**config.mk**
```make
export PLATFORM = sky130hd
export DESIGN_NAME = config_record_parser
export DESIGN_NICKNAME = d
export VERILOG_FILES = /design/src/design/crp_pkg.sv /design/src/design/crp_front.sv /design/src/design/crp_queue.sv /design/src/design/crp_back.sv /design/src/design/config_record_parser.sv
export SDC_FILE = /design/constraint.sdc
export NUM_CORES = 1
export LEC_CHECK = 0
export BUFFER_PORTS_ARGS = -buffer_cell sky130_fd_sc_hd__buf_2
export CAP_MARGIN = 20
export CELL_PAD_IN_SITES_DETAIL_PLACEMENT = 1
export CELL_PAD_IN_SITES_GLOBAL_PLACEMENT = 1
export CORE_ASPECT_RATIO = 1.5
export CORE_MARGIN = 3
export CORE_UTILIZATION = 55
export CTS_CLUSTER_DIAMETER = 200
export DETAILED_ROUTE_END_ITERATION = 7
export PLACE_DENSITY_LB_ADDON = 0.1
export SLEW_MARGIN = 5
export SYNTH_ARGS = -nofsm -noshare
export SYNTH_HDL_FRONTEND = slang
export SYNTH_HIERARCHICAL = 1
export SYNTH_SLANG_ARGS = --single-unit
```
**constraint.sdc**
```tcl
create_clock -name clk -period 36 [get_ports clk]
set_input_delay 7.2 -clock clk [delete_from_list [all_inputs] [get_ports clk]]
set_output_delay 7.2 -clock clk [all_outputs]
set_load 0.1 [all_outputs]
```
**src/design/crp_pkg.sv**
```systemverilog
package crp_pkg;

  // One result word as it leaves the block.
  typedef struct packed {
    logic [1:0]  kind;
    logic [15:0] vendor_id;
    logic [15:0] product_id;
    logic [15:0] version_bcd;
    logic [7:0]  log_level;
    logic [1:0]  string_id;
    logic [7:0]  custom_number;
    logic [7:0]  char_index;
    logic [7:0]  char_value;
    logic [2:0]  status;
    logic        final_res;
  } crp_result_t;

  // Everything one input byte produces: zero, one or two result words.
  typedef struct packed {
    logic [1:0]  cnt;
    crp_result_t res0;
    crp_result_t res1;
  } crp_entry_t;

  localparam logic [1:0] KIND_HEADER = 2'd0;
  localparam logic [1:0] KIND_CHAR   = 2'd1;
  localparam logic [1:0] KIND_END    = 2'd2;
  localparam logic [1:0] KIND_FINISH = 2'd3;

  localparam logic [1:0] SID_SERIAL  = 2'd0;
  localparam logic [1:0] SID_PRODUCT = 2'd1;
  localparam logic [1:0] SID_MFR     = 2'd2;
  localparam logic [1:0] SID_CUSTOM  = 2'd3;

  localparam logic [2:0] ST_OK          = 3'd0;
  localparam logic [2:0] ST_TOO_SHORT   = 3'd1;
  localparam logic [2:0] ST_BAD_MAGIC   = 3'd2;
  localparam logic [2:0] ST_MISSING_LEN = 3'd3;
  localparam logic [2:0] ST_OVERRUN     = 3'd4;
  localparam logic [2:0] ST_TOO_LONG    = 3'd5;

  localparam logic [0:0] REG_MAGIC  = 1'b0;
  localparam logic [0:0] REG_LENGTH = 1'b1;

  localparam logic [31:0] MAGIC_RESET  = 32'h484F_5021;
  localparam logic [11:0] LENGTH_RESET = 12'd60;

  localparam logic [7:0] ERASED_LEN   = 8'hFF;
  localparam int         HEADER_BYTES = 7;

  // String length limits; a length at or above the limit is rejected.
  localparam logic [8:0] SERIAL_CAP       = 9'd16;
  localparam logic [8:0] PRODUCT_CAP      = 9'd16;
  localparam logic [8:0] MANUFACTURER_CAP = 9'd32;

  localparam int QDEPTH = 4;
  localparam int QPTR_W = 2;
  localparam int QCNT_W = 3;

endpackage

```
**src/design/crp_front.sv**
```systemverilog
module crp_front import crp_pkg::*; #(
  parameter int MAGIC_BYTES = 4
) (
  input  logic        clk,
  input  logic        rst_n,
  input  logic        byte_valid,
  input  logic [7:0]  data_byte,
  input  logic [31:0] magic_ref,
  input  logic [11:0] image_length,
  output logic        entry_valid,
  output crp_entry_t  entry
);

  localparam int          MW         = 8 * MAGIC_BYTES;
  localparam logic [11:0] MIN_LEN    = 12'(MAGIC_BYTES + HEADER_BYTES);
  localparam logic [11:0] HDR_LAST   = 12'(MAGIC_BYTES + HEADER_BYTES - 1);
  localparam logic [11:0] MAGIC_LAST = 12'(MAGIC_BYTES - 1);

  typedef enum logic [3:0] {
    PH_MAGIC, PH_HEADER,
    PH_SER_LEN, PH_SER_CHR,
    PH_PRD_LEN, PH_PRD_CHR,
    PH_MFR_LEN, PH_MFR_CHR,
    PH_CUS_LEN, PH_CUS_CHR
  } phase_t;

  logic [11:0]   pos_r, pos_nxt;
  phase_t        phase_r, phase_nxt;
  logic [MW-1:0] magic_r, magic_nxt;
  logic [47:0]   hdr_r, hdr_nxt;
  logic [7:0]    remain_r, remain_nxt;
  logic [7:0]    cidx_r, cidx_nxt;
  logic [7:0]    cust_r, cust_nxt;
  logic          swallow_r, swallow_nxt;

  logic [11:0]   len_eff;
  logic          last;
  logic [11:0]   rem;
  logic [MW-1:0] magic_cat;
  logic [63:0]   magic_wide;
  logic [MW-1:0] magic_exp;
  logic [1:0]    len_sid;
  logic [8:0]    len_cap;
  logic [1:0]    chr_sid;
  logic [7:0]    cust_inc;
  crp_result_t   pres, fres;
  logic          pv, fv;

  assign len_eff    = (image_length == 12'd0) ? 12'd1 : image_length;
  assign last       = ({1'b0, pos_r} + 13'd1) >= {1'b0, len_eff};
  assign rem        = last ? 12'd0 : (len_eff - 12'd1 - pos_r);
  assign magic_cat  = MW'({magic_r, data_byte});
  assign magic_wide = {32'd0, magic_ref};
  assign magic_exp  = magic_wide[MW-1:0];
  assign cust_inc   = (cust_r == 8'hFF) ? cust_r : (cust_r + 8'd1);

  always_comb begin
    case (phase_r)
      PH_SER_LEN: begin
        len_sid = SID_SERIAL;
        len_cap = SERIAL_CAP;
      end
      PH_PRD_LEN: begin
        len_sid = SID_PRODUCT;
        len_cap = PRODUCT_CAP;
      end
      default: begin
        len_sid = SID_MFR;
        len_cap = MANUFACTURER_CAP;
      end
    endcase
    case (phase_r)
      PH_SER_CHR: chr_sid = SID_SERIAL;
      PH_PRD_CHR: chr_sid = SID_PRODUCT;
      PH_MFR_CHR: chr_sid = SID_MFR;
      default:    chr_sid = SID_CUSTOM;
    endcase
  end

  always_comb begin
    pos_nxt     = pos_r;
    phase_nxt   = phase_r;
    magic_nxt   = magic_r;
    hdr_nxt     = hdr_r;
    remain_nxt  = remain_r;
    cidx_nxt    = cidx_r;
    cust_nxt    = cust_r;
    swallow_nxt = swallow_r;
    pres        = '0;
    fres        = '0;
    pv          = 1'b0;
    fv          = 1'b0;

    if (!swallow_r) begin
      if (pos_r == 12'd0 && len_eff < MIN_LEN) begin
        pv           = 1'b1;
        pres.kind    = KIND_FINISH;
        pres.status  = ST_TOO_SHORT;
        swallow_nxt  = 1'b1;
      end else begin
        case (phase_r)
          PH_MAGIC: begin
            magic_nxt = magic_cat;
            if (pos_r >= MAGIC_LAST) begin
              if (magic_cat != magic_exp) begin
                pv          = 1'b1;
                pres.kind   = KIND_FINISH;
                pres.status = ST_BAD_MAGIC;
                swallow_nxt = 1'b1;
              end else begin
                phase_nxt = PH_HEADER;
              end
              magic_nxt = '0;
            end
          end
          PH_HEADER: begin
            if (pos_r < HDR_LAST) begin
              hdr_nxt = {hdr_r[39:0], data_byte};
            end else begin
              pv               = 1'b1;
              pres.kind        = KIND_HEADER;
              pres.vendor_id   = hdr_r[47:32];
              pres.product_id  = hdr_r[31:16];
              pres.version_bcd = hdr_r[15:0];
              pres.log_level   = data_byte;
              hdr_nxt          = '0;
              phase_nxt        = PH_SER_LEN;
            end
          end
          PH_SER_LEN, PH_PRD_LEN, PH_MFR_LEN: begin
            if (data_byte == ERASED_LEN || data_byte == 8'd0) begin
              pv             = 1'b1;
              pres.kind      = KIND_END;
              pres.string_id = len_sid;
              phase_nxt      = phase_t'(phase_r + 4'd2);
            end else if ({4'd0, data_byte} > rem) begin
              pv          = 1'b1;
              pres.kind   = KIND_FINISH;
              pres.status = ST_OVERRUN;
              swallow_nxt = 1'b1;
            end else if ({1'b0, data_byte} >= len_cap) begin
              pv          = 1'b1;
              pres.kind   = KIND_FINISH;
              pres.status = ST_TOO_LONG;
              swallow_nxt = 1'b1;
            end else begin
              remain_nxt = data_byte;
              cidx_nxt   = 8'd0;
              phase_nxt  = phase_t'(phase_r + 4'd1);
            end
          end
          PH_CUS_LEN: begin
            if (data_byte == ERASED_LEN) begin
              // An erased custom slot is skipped silently.
              phase_nxt = PH_CUS_LEN;
            end else if ({4'd0, data_byte} > rem) begin
              // A custom string running past the image closes the run cleanly.
              pv          = 1'b1;
              pres.kind   = KIND_FINISH;
              pres.status = ST_OK;
              swallow_nxt = 1'b1;
            end else if (data_byte == 8'd0) begin
              pv                 = 1'b1;
              pres.kind          = KIND_END;
              pres.string_id     = SID_CUSTOM;
              pres.custom_number = cust_r;
              cust_nxt           = cust_inc;
            end else begin
              remain_nxt = data_byte;
              cidx_nxt   = 8'd0;
              phase_nxt  = PH_CUS_CHR;
            end
          end
          PH_SER_CHR, PH_PRD_CHR, PH_MFR_CHR, PH_CUS_CHR: begin
            pv                 = 1'b1;
            pres.string_id     = chr_sid;
            pres.char_value    = data_byte;
            pres.custom_number = (chr_sid == SID_CUSTOM) ? cust_r : 8'd0;
            if (remain_r > 8'd1) begin
              pres.kind       = KIND_CHAR;
              pres.char_index = cidx_r;
              cidx_nxt        = cidx_r + 8'd1;
              remain_nxt      = remain_r - 8'd1;
            end else begin
              // The last character rides on the string end word.
              pres.kind       = KIND_END;
              pres.char_index = cidx_r + 8'd1;
              remain_nxt      = 8'd0;
              cidx_nxt        = 8'd0;
              if (chr_sid == SID_CUSTOM) begin
                cust_nxt  = cust_inc;
                phase_nxt = PH_CUS_LEN;
              end else begin
                phase_nxt = phase_t'(phase_r + 4'd1);
              end
            end
          end
          default: begin
            phase_nxt = phase_r;
          end
        endcase
      end
    end

    if (last) begin
      if (!swallow_nxt) begin
        fv        = 1'b1;
        fres.kind = KIND_FINISH;
        if (phase_nxt <= PH_HEADER) begin
          fres.status = ST_TOO_SHORT;
        end else if (phase_nxt < PH_CUS_LEN) begin
          fres.status = phase_nxt[0] ? ST_OVERRUN : ST_MISSING_LEN;
        end else begin
          fres.status = ST_OK;
        end
      end
      pos_nxt     = 12'd0;
      phase_nxt   = PH_MAGIC;
      magic_nxt   = '0;
      hdr_nxt     = '0;
      remain_nxt  = 8'd0;
      cidx_nxt    = 8'd0;
      cust_nxt    = 8'd0;
      swallow_nxt = 1'b0;
    end else begin
      pos_nxt = pos_r + 12'd1;
    end
    fres.final_res = fv;
    pres.final_res = pv && (pres.kind == KIND_FINISH);
  end

  always_ff @(posedge clk) begin
    if (!rst_n) begin
      pos_r     <= 12'd0;
      phase_r   <= PH_MAGIC;
      magic_r   <= '0;
      hdr_r     <= '0;
      remain_r  <= 8'd0;
      cidx_r    <= 8'd0;
      cust_r    <= 8'd0;
      swallow_r <= 1'b0;
    end else if (byte_valid) begin
      pos_r     <= pos_nxt;
      phase_r   <= phase_nxt;
      magic_r   <= magic_nxt;
      hdr_r     <= hdr_nxt;
      remain_r  <= remain_nxt;
      cidx_r    <= cidx_nxt;
      cust_r    <= cust_nxt;
      swallow_r <= swallow_nxt;
    end
  end

  assign entry.cnt   = {1'b0, pv} + {1'b0, fv};
  assign entry.res0  = pv ? pres : fres;
  assign entry.res1  = fres;
  assign entry_valid = byte_valid && (pv || fv);

  // A run only swallows after its first byte has been parsed.
  a_swallow_not_at_start: assert property (@(posedge clk) disable iff (!rst_n)
    swallow_r |-> pos_r != 12'd0)
    else $error("swallowing at the start of an image");

  // Two words from one byte can only be a parse word followed by the finish.
  a_pair_ends_run: assert property (@(posedge clk) disable iff (!rst_n)
    (entry_valid && entry.cnt == 2'd2) |-> (entry.res1.final_res && last))
    else $error("second word of a byte is not the closing finish");

endmodule

```
**src/design/crp_queue.sv**
```systemverilog
module crp_queue import crp_pkg::*; (
  input  logic       clk,
  input  logic       rst_n,
  input  logic       wr_en,
  input  crp_entry_t wr_data,
  output logic       full,
  input  logic       rd_en,
  output crp_entry_t rd_data,
  output logic       empty
);

  crp_entry_t        mem_r [QDEPTH];
  logic [QPTR_W-1:0] wr_ptr_r;
  logic [QPTR_W-1:0] rd_ptr_r;
  logic [QCNT_W-1:0] cnt_r;
  logic              do_wr, do_rd;

  assign full    = (cnt_r == QCNT_W'(QDEPTH));
  assign empty   = (cnt_r == '0);
  assign do_wr   = wr_en && !full;
  assign do_rd   = rd_en && !empty;
  assign rd_data = mem_r[rd_ptr_r];

  always_ff @(posedge clk) begin
    if (do_wr) begin
      mem_r[wr_ptr_r] <= wr_data;
    end
  end

  always_ff @(posedge clk) begin
    if (!rst_n) begin
      wr_ptr_r <= '0;
      rd_ptr_r <= '0;
      cnt_r    <= '0;
    end else begin
      if (do_wr) begin
        wr_ptr_r <= wr_ptr_r + 1'b1;
      end
      if (do_rd) begin
        rd_ptr_r <= rd_ptr_r + 1'b1;
      end
      if (do_wr && !do_rd) begin
        cnt_r <= cnt_r + 1'b1;
      end else if (do_rd && !do_wr) begin
        cnt_r <= cnt_r - 1'b1;
      end
    end
  end

  a_cnt_bound: assert property (@(posedge clk) disable iff (!rst_n)
    cnt_r <= QCNT_W'(QDEPTH))
    else $error("queue count above depth");

  a_cnt_grows: assert property (@(posedge clk) disable iff (!rst_n)
    (do_wr && !do_rd) |=> cnt_r == $past(cnt_r) + 1'b1)
    else $error("queue count did not follow a lone write");

endmodule

```
**src/design/crp_back.sv**
```systemverilog
module crp_back import crp_pkg::*; (
  input  logic        clk,
  input  logic        rst_n,
  input  logic        q_empty,
  input  crp_entry_t  q_data,
  output logic        q_pop,
  input  logic        pop,
  output logic        empty,
  output crp_result_t result
);

  logic       hold_r;
  logic       sel_r;
  crp_entry_t cur_r;
  logic       step_second;
  logic       done_cur;
  logic       take;

  assign step_second = hold_r && pop && !sel_r && (cur_r.cnt == 2'd2);
  assign done_cur    = hold_r && pop && !step_second;
  assign take        = !q_empty && (!hold_r || done_cur);
  assign q_pop       = take;
  assign empty       = !hold_r;
  assign result      = sel_r ? cur_r.res1 : cur_r.res0;

  always_ff @(posedge clk) begin
    if (!rst_n) begin
      hold_r <= 1'b0;
      sel_r  <= 1'b0;
    end else if (step_second) begin
      sel_r <= 1'b1;
    end else if (take) begin
      hold_r <= 1'b1;
      sel_r  <= 1'b0;
    end else if (done_cur) begin
      hold_r <= 1'b0;
      sel_r  <= 1'b0;
    end
  end

  always_ff @(posedge clk) begin
    if (take) begin
      cur_r <= q_data;
    end
  end

  a_second_needs_pair: assert property (@(posedge clk) disable iff (!rst_n)
    sel_r |-> (hold_r && cur_r.cnt == 2'd2))
    else $error("second word shown from an entry without one");

endmodule

```
**src/design/config_record_parser.sv**
```systemverilog
// Boot-configuration image parser.
//
// Input side: a queue-style port. Drive in_data_byte and raise push; the byte
// is taken at any clock edge where push is high and full is low. Bytes of one
// image come in address order; image_length bytes make one image, and the
// following byte starts the next image.
// Output side: a queue-style port. While empty is low the oldest word is on
// the out_* ports; it is taken at an edge where pop is high and empty is low.
// A word is a header, a string character, a string end or a finish; every
// image ends with exactly one finish word (final_res high).
// Throughput: one byte per cycle while full is low. The parser front end
// updates its small state registers in the cycle a byte is taken, so a new
// byte may follow in every cycle; a byte yields at most two words, and the
// output drains one word per cycle while pop is high. A byte's words pass
// through the queue and the back-end holding register before the ports.
// Stall: when pop stays low, the four-entry queue between parser and output
// fills and full rises; no word is ever dropped.
// Reset (rst_n low at an edge) empties the queue and output, sets the magic
// word to "HOP!" and the image length to 60, and restarts image parsing.
// Configuration: cfg_wr_en with cfg_index writes a register at once; write
// only while the block is idle.
module config_record_parser import crp_pkg::*; #(
  parameter int MAGIC_BYTES = 4
) (
  input  logic        clk,
  input  logic        rst_n,
  input  logic        push,
  output logic        full,
  input  logic [7:0]  in_data_byte,
  output logic        empty,
  input  logic        pop,
  output logic [1:0]  out_kind,
  output logic [15:0] out_vendor_id,
  output logic [15:0] out_product_id,
  output logic [15:0] out_version_bcd,
  output logic [7:0]  out_log_level,
  output logic [1:0]  out_string_id,
  output logic [7:0]  out_custom_number,
  output logic [7:0]  out_char_index,
  output logic [7:0]  out_char_value,
  output logic [2:0]  out_status,
  output logic        out_final_res,
  input  logic        cfg_wr_en,
  input  logic [0:0]  cfg_index,
  input  logic [31:0] cfg_wdata
);

  logic [31:0] magic_ref_r;
  logic [11:0] image_length_r;

  logic        byte_valid;
  logic        entry_valid;
  crp_entry_t  entry;
  logic        q_full;
  logic        q_empty;
  logic        q_pop;
  crp_entry_t  q_data;
  crp_result_t result;

  // Configuration registers.
  always_ff @(posedge clk) begin
    if (!rst_n) begin
      magic_ref_r    <= MAGIC_RESET;
      image_length_r <= LENGTH_RESET;
    end else if (cfg_wr_en) begin
      case (cfg_index)
        REG_MAGIC:  magic_ref_r    <= cfg_wdata;
        REG_LENGTH: image_length_r <= cfg_wdata[11:0];
        default:    magic_ref_r    <= magic_ref_r;
      endcase
    end
  end

  // The parser runs whenever a byte is taken. Full comes straight from the
  // queue, so a byte is only taken when its words are sure to find room.
  assign full       = q_full;
  assign byte_valid = push && !q_full;

  crp_front #(
    .MAGIC_BYTES(MAGIC_BYTES)
  ) u_front (
    .clk         (clk),
    .rst_n       (rst_n),
    .byte_valid  (byte_valid),
    .data_byte   (in_data_byte),
    .magic_ref   (magic_ref_r),
    .image_length(image_length_r),
    .entry_valid (entry_valid),
    .entry       (entry)
  );

  // Bytes that produce no word are not queued.
  crp_queue u_queue (
    .clk    (clk),
    .rst_n  (rst_n),
    .wr_en  (entry_valid),
    .wr_data(entry),
    .full   (q_full),
    .rd_en  (q_pop),
    .rd_data(q_data),
    .empty  (q_empty)
  );

  // The back end holds one queue entry and hands out its words one at a time.
  crp_back u_back (
    .clk    (clk),
    .rst_n  (rst_n),
    .q_empty(q_empty),
    .q_data (q_data),
    .q_pop  (q_pop),
    .pop    (pop),
    .empty  (empty),
    .result (result)
  );

  assign out_kind          = result.kind;
  assign out_vendor_id     = result.vendor_id;
  assign out_product_id    = result.product_id;
  assign out_version_bcd   = result.version_bcd;
  assign out_log_level     = result.log_level;
  assign out_string_id     = result.string_id;
  assign out_custom_number = result.custom_number;
  assign out_char_index    = result.char_index;
  assign out_char_value    = result.char_value;
  assign out_status        = result.status;
  assign out_final_res     = result.final_res;

endmodule

```
==> results.txt, run 1 <==
Status - completed
Post-DP HPWL - 62.2 mm
HP Start - magic_ref_r[25]$_SDFFE_PN0P_
Global Route Usage Sum - 0.241
Post-cts resize count - 0
CP arrival - 12190 ps
DRT iter0 DRCs - 1386
Post-route DRC - 0
Unrepaired setup endpoints after global routing - no
Hold WC Path Type - reg -> reg
Final-layout fill cell count - 7009
Total setup buffers inserted after CTS - 0
Post-Route WL - 98.3 mm
Final worst setup slack - 24060 ps
Post-synth EDFFs - 890
Clk slew on worst S/H paths - 60 ps
Worst R2R Path Depth - 27
Power per cell area - 52.6 mW/mm²
Layout cells sized above 1 - 0.220
Critical Path Start Type - input port
Crit path buf inv count - 5
Slowest stage delay, CP - 920 ps
R2r setup slk - 27390 ps
Hold Path Depth - 2
Antenna viol nets, final - 0
Met2 usage - 0.449
First-pass GRT wire length - 151 mm
CTS Hold Bufs - 0
Clock sinks - 1058
R2r endpoint - u_queue/mem_r[3][98]$_DFFE_PP_
Tmin final - 11940 ps
Most common library cell in the layout ignoring fill and taps - edfxtp_1
Layer with the highest usage - met2
Vias per cell - 5.85
GRT overflow - 0
Slew Limit Fails - 0
Period Utilization, post-route - 0.332
Initial Util - 0.557
Sequential share of the synthesized area - 0.693
Pre-CTS setup slack - 22920 ps
Clk buf depth - 3
Sequential cell area - 0.0301 mm²
Endpoints failing setup - 0
Multi-input gate area - 0.0120 mm²
Cell count after synthesis - 2634
Met3 usage - 0.0245
Site Rows - 125
Top Family by Delay on Critical Path - simple AND/OR/NAND/NOR gates
CTS tree - built
Synth Register Bits - 1058
Max-Cap Viols - 0
Worst Setup SP - in_data_byte[4]
WP data required - 36250 ps
Critical Path End Type - flop
Routing usage on met1 - 0.289
Crit-path cells - buf_2 > inv_1 > ha_1 > nand2_1 > nand2_1 > a2111oi_1 > nor2_1 > a211o_1 > a21oi_1 > buf_4 > inv_1 > ha_1 > nor2b_1 > nor2b_1 > and2_4 > buf_12
Start of the worst register-to-register path - u_front/pos_r[1]$_SDFFE_PN0P_
Final nets - 2857
DIE AREA - 0.0824 mm²
Final Hold Viols - 0
YS warnings - 6
Chip width - 235 µm
Commonest non-fill, non-tap cells in the layout - edfxtp_1, nand2_1, mux4_2, dfxtp_1, buf_2
Worst slew pin tran - 1240 ps
Port bufs - 135
Clk Latency, worst-skew pair - 660 ps
First-pass iteration count of the detailed router - 5
Mapped Avg Cell Area - 16.5 µm²
# diodes - 0
Wirelength per Cell - 25.6 µm
Most common flop cell mapped by yosys - edfxtp_1
Vias in the first global route - 24683
Setup TNS - 0 ps
Die Y - 350 µm
Critical path type - in -> reg
# IOs - 136
Cell area after synthesis - 0.0434 mm²
Ys async rst share - 0
Pleak - 15.4 nW
Fmax - 83.8 MHz
Slew HR - 0.175
Max FO, Critical Path - 144
Netlist cell types - 83
Skew final - 24.0 ps
Largest net degree at the start of global routing - 159
H-tree levels - 3
Layout area overhead - 10.1%
GP Congestion - 0.904
Critical-path top delay cell - a2111oi_1
Via count - 22508
CTS Root Cell - clkbuf_16
Core ar. - 0.0779 mm²
TritonCTS buffer count - 95
Min-Delay Endpoint - magic_ref_r[25]$_SDFFE_PN0P_
VDD IR max - 38.7 µV
Initial antenna violation count - 1
## registers in the layout, indices dropped and copies added, names as in the netlist, 2 cells and up, named ones only
name,cells
u_queue/mem_r,712
u_back/cur_r,178
u_front/hdr_r,48
magic_ref_r,32
u_front/magic_r,24
image_length_r,12
u_front/pos_r,12
u_front/cidx_r,8
u_front/cust_r,8
u_front/remain_r,8
u_front/phase_r,4
u_queue/cnt_r,3
u_queue/rd_ptr_r,2
u_queue/wr_ptr_r,2
## worst min-delay path, delay by kind of cell (launching register included)
kind | cells | cell delay, ps
muxes | 1 | 50
DFF | 1 | 320
and+or+nand+nor | 1 | 60
## worst max path at each step
stage	to	slack, ps	cells past startpoint
finish	u_queue/mem_r[3][98]$_DFFE_PP_	24060	16
global route	u_queue/mem_r[3][98]$_DFFE_PP_	23710	16
CTS	u_queue/mem_r[3][5]$_DFFE_PP_	23570	15
detailed placement	u_queue/mem_r[3][11]$_DFFE_PP_	22920	15
global placement	u_queue/mem_r[3][103]$_DFFE_PP_	23180	15
floorplan	u_queue/cnt_r[2]$_SDFFE_PN0P_	18340	10
## cell usage after synthesis (all sizes together), types with 9 or more instances
cell type	n	area [µm²]
edfxtp	890	26700
nand2	188	708
mux4	178	4010
dfxtp	168	3360
buf	157	1150
nand3	120	601
and2	99	622
a21boi	91	687
mux2	88	991
clkbuf	67	253
inv	61	229
xnor2	58	508
ha	53	663
o21ai	52	264
nor2	48	190
a21oi	40	211
mux2i	35	350
o211ai	24	210
nor3	19	95.1
nand4	18	113
and3	15	93.8
nand3b	13	97.6
nand2b	12	75.1
nor2b	11	76.3
nor3b	11	93.8
or3	11	73.8
a211oi	10	87.6
nor4	9	71.3
## cells by family after synthesis
kind of cell | synth area share
AOI/OAI and AO/OA | 0.0474
xor gates and xnor gates | 0.0133
adders and majority gates | 0.0162
buffers and inverters | 0.0376
DFF | 0.693
muxes | 0.123
other | 0.0000864
and+or+nand+nor | 0.0691
## where the power goes
part / internal, W / leakage (nW) / switching [W] / total, W
Combinational: 0.0000378 / 4.72 / 0.000114 / 0.000152
Sequential: 0.00134 / 9.20 / 0.0000119 / 0.00136
Clock: 0.000569 / 1.50 / 0.000436 / 0.00100
## through the flow
| stage | total power [W] | std cells | utilization | area (µm²) | hold WS, ps |
|---|---|---|---|---|---|
| after floorplan | 0.00151 | 2715 | - | 43700 | 436 |
| after global placement | 0.00153 | 3672 | 0.573 | 44600 | 456 |
| after detailed placement | 0.00154 | 3672 | 0.573 | 44600 | 467 |
| after CTS | 0.00254 | 3845 | 0.613 | 47700 | 475 |
| after global routing | 0.00260 | 3848 | 0.613 | 47800 | 495 |
| final | 0.00251 | 3848 | 0.613 | 47800 | 472 |
## final cells by class
class	count	area share
flip-flops and latches	1058	0.630
multi-input cells	1372	0.252
clock buffers	122	0.0542
well taps	1016	0.0266
repair buffers	168	0.0214
clock inverters	51	0.0109
inverters	61	0.00479
## routing by layer
| layer | vias to the layer above | wire, µm |
|---|---|---|
| li1 | 10176 | - |
| met1 | 11712 | 37700 |
| met2 | 473 | 54000 |
| met3 | 147 | 3080 |
| met4 | 0 | 3590 |
| met5 | - | 0 |
Power figures use the tool's default switching activity.
==> run 2, diff against run 1 <==
==> constraint.sdc (replaced) <==
create_clock -name clk -period 12.1 [get_ports clk]
set_input_delay 2.42 -clock clk [delete_from_list [all_inputs] [get_ports clk]]
set_output_delay 2.42 -clock clk [all_outputs]
set_load 0.1 [all_outputs]
==> run 2 against run 1 <==
Effect of this change: non-clock buffer count rose by 3; sequential share of layout area barely moved; critical endpoint is now u_queue/mem_r[0][36]$_DFFE_PP_; largest cell class unchanged; final cell count rose by 0.16%; first-iteration DRC count fell by 4.9%; combinational power rose to 3.0 times the previous value; clock power rose to 3.0 times the previous value; clock skew fell by 0.81 ps.
==> results.txt, run 2 (same netlist as run 1, synthesis figures left out) <==
CP arrival - 8830 ps
Fin cells - 3854
Post-route DRC - 0
Worst slew pin tran - 1030 ps
Vias per cell - 5.85
Via count - 22555
Wirelength per Cell - 25.3 µm
Period Utilization, post-route - 0.707
Hold WC Path Type - reg -> reg
CTS Root Cell - clkbuf_16
Slowest stage delay, CP - 870 ps
Total setup buffers inserted after CTS - 0
Clk buf depth - 3
Critical-path top delay cell - and2_4
Post-cts resize count - 0
Multi-input gate area - 0.0120 mm²
Placement Cell Area - 0.0446 mm²
Clk Latency, worst-skew pair - 650 ps
CTS Hold Bufs - 0
Layout area overhead - 10.1%
Post-DP HPWL - 63.3 mm
Post-route cell area - 0.0478 mm²
Sequential cell area - 0.0301 mm²
Pleak - 15.4 nW
Core ar. - 0.0779 mm²
Critical Path Start Type - flop
VDD IR max - 138 µV
Tmin final - 8550 ps
Fmax - 117 MHz
Port bufs - 135
Placed cell count - 3674
Crit path buf inv count - 2
Skew final - 23.2 ps
Sw frac - 0.224
Setup TNS - 0 ps
Top Family by Delay on Critical Path - compound AO/OA/AOI/OAI gates
Layout cells sized above 1 - 0.219
Top reg by flops - u_queue/mem_r
GRT overflow - 0
Seq pwr share - 0.541
First-pass GRT wire length - 151 mm
TritonCTS buffer count - 94
# IOs - 136
Final Hold Viols - 0
H-tree levels - 3
Global Route Usage Sum - 0.239
DRT iter0 DRCs - 1318
Critical path type - reg -> reg
GP Congestion - 0.898
Initial antenna violation count - 2
Antenna viol nets, final - 0
Power per cell area - 156 mW/mm²
Clock power frac - 0.397
Clk slew on worst S/H paths - 60 ps
Chip width - 235 µm
Vias in the first global route - 24664
Largest net degree at the start of global routing - 95
DIE AREA - 0.0824 mm²
Slew HR - 0.308
Sw power - 0.00167 W
Max reg flops - 712
Die Y - 350 µm
Final-layout fill cell count - 6963
Design Power - 0.00745 W
Most common library cell in the layout ignoring fill and taps - edfxtp_1
Status - completed
Endpoints failing setup - 0
Regs by FF count - u_queue/mem_r: 712 flops, u_back/cur_r: 178 flops, u_front/hdr_r: 48 flops
Max-Cap Viols - 0
Total internal power - 0.00578 W
# diodes - 0
First-pass iteration count of the detailed router - 5
Initial Util - 0.557
Clock sinks - 1058
Post-Route WL - 97.4 mm
WP data required - 12380 ps
CTS tree - built
Max FO, Critical Path - 53
Combinational share of power - 0.062
Unrepaired setup endpoints after global routing - no
Final nets - 2859
Commonest non-fill, non-tap cells in the layout - edfxtp_1, nand2_1, mux4_2, dfxtp_1, buf_2
Critical Path End Type - flop
Slew Limit Fails - 0
Site Rows - 125
run 2: changes by cell type in the layout (fill, tap and decap cells not counted), sizes merged:
| cell | before | now |
|---|---|---|
| inv | 66 | 65 |
| bufinv | 8 | 5 |
| clkinv | 30 | 28 |
| clkbuf | 122 | 135 |
| clkinvlp | 8 | 4 |
| buf | 168 | 171 |
run 2: power by group through the flow:
stage	Clock (W)	Combinational, W	Sequential (W)
after floorplan	0	0.000370	0.00411
after global routing	0.00319	0.000489	0.00404
after global placement	0	0.000448	0.00411
final	0.00296	0.000459	0.00403
after CTS	0.00304	0.000456	0.00404
after detailed placement	0	0.000455	0.00411
run 2: metrics by stage:
step / util / hold slack [ps] / worst slack [ps]
global route: 0.614 / 494 / 2890
global placement: 0.573 / 454 / 3810
finish: 0.614 / 465 / 3550
CTS: 0.613 / 472 / 3480
floorplan: - / 436 / 1870
detailed placement: 0.573 / 463 / 3520
run 2: layout make-up:
| class | count | area share |
|---|---|---|
| clock inverter | 41 | 0.00843 |
| clock buffer | 135 | 0.0564 |
| multi-input combinational | 1372 | 0.252 |
| sequential | 1058 | 0.630 |
| tap | 1016 | 0.0266 |
| inverter | 61 | 0.00479 |
| timing repair buffer | 171 | 0.0222 |
run 2: worst min-delay path, cell delays in order, from the launching register on:
cell	delay [ps]
dfxtp_1	310
nand2_1	50
a21boi_0	60
run 2: path summary, 6_finish.rpt:
| path | startpoint | endpoint | slack, ps | depth (start not counted) |
|---|---|---|---|---|
| max | u_front/pos_r[1]$_SDFFE_PN0P_ | u_queue/mem_r[0][36]$_DFFE_PP_ | 3550 | 26 |
| min reg2reg | u_front/hdr_r[43]$_SDFFE_PN0P_ | u_front/hdr_r[43]$_SDFFE_PN0P_ | 470 | 2 |
| min | u_front/hdr_r[43]$_SDFFE_PN0P_ | u_front/hdr_r[43]$_SDFFE_PN0P_ | 470 | 2 |
| max reg2reg | u_front/pos_r[1]$_SDFFE_PN0P_ | u_queue/mem_r[0][36]$_DFFE_PP_ | 3550 | 26 |
run 2: routing by layer:
layer  share of wire  vias up  track usage
met5         0.00024        -            0
met4           0.036        4       0.0903
li1                -    10179            -
met2            0.55      485        0.445
met1            0.38    11718        0.285
met3           0.034      169       0.0290
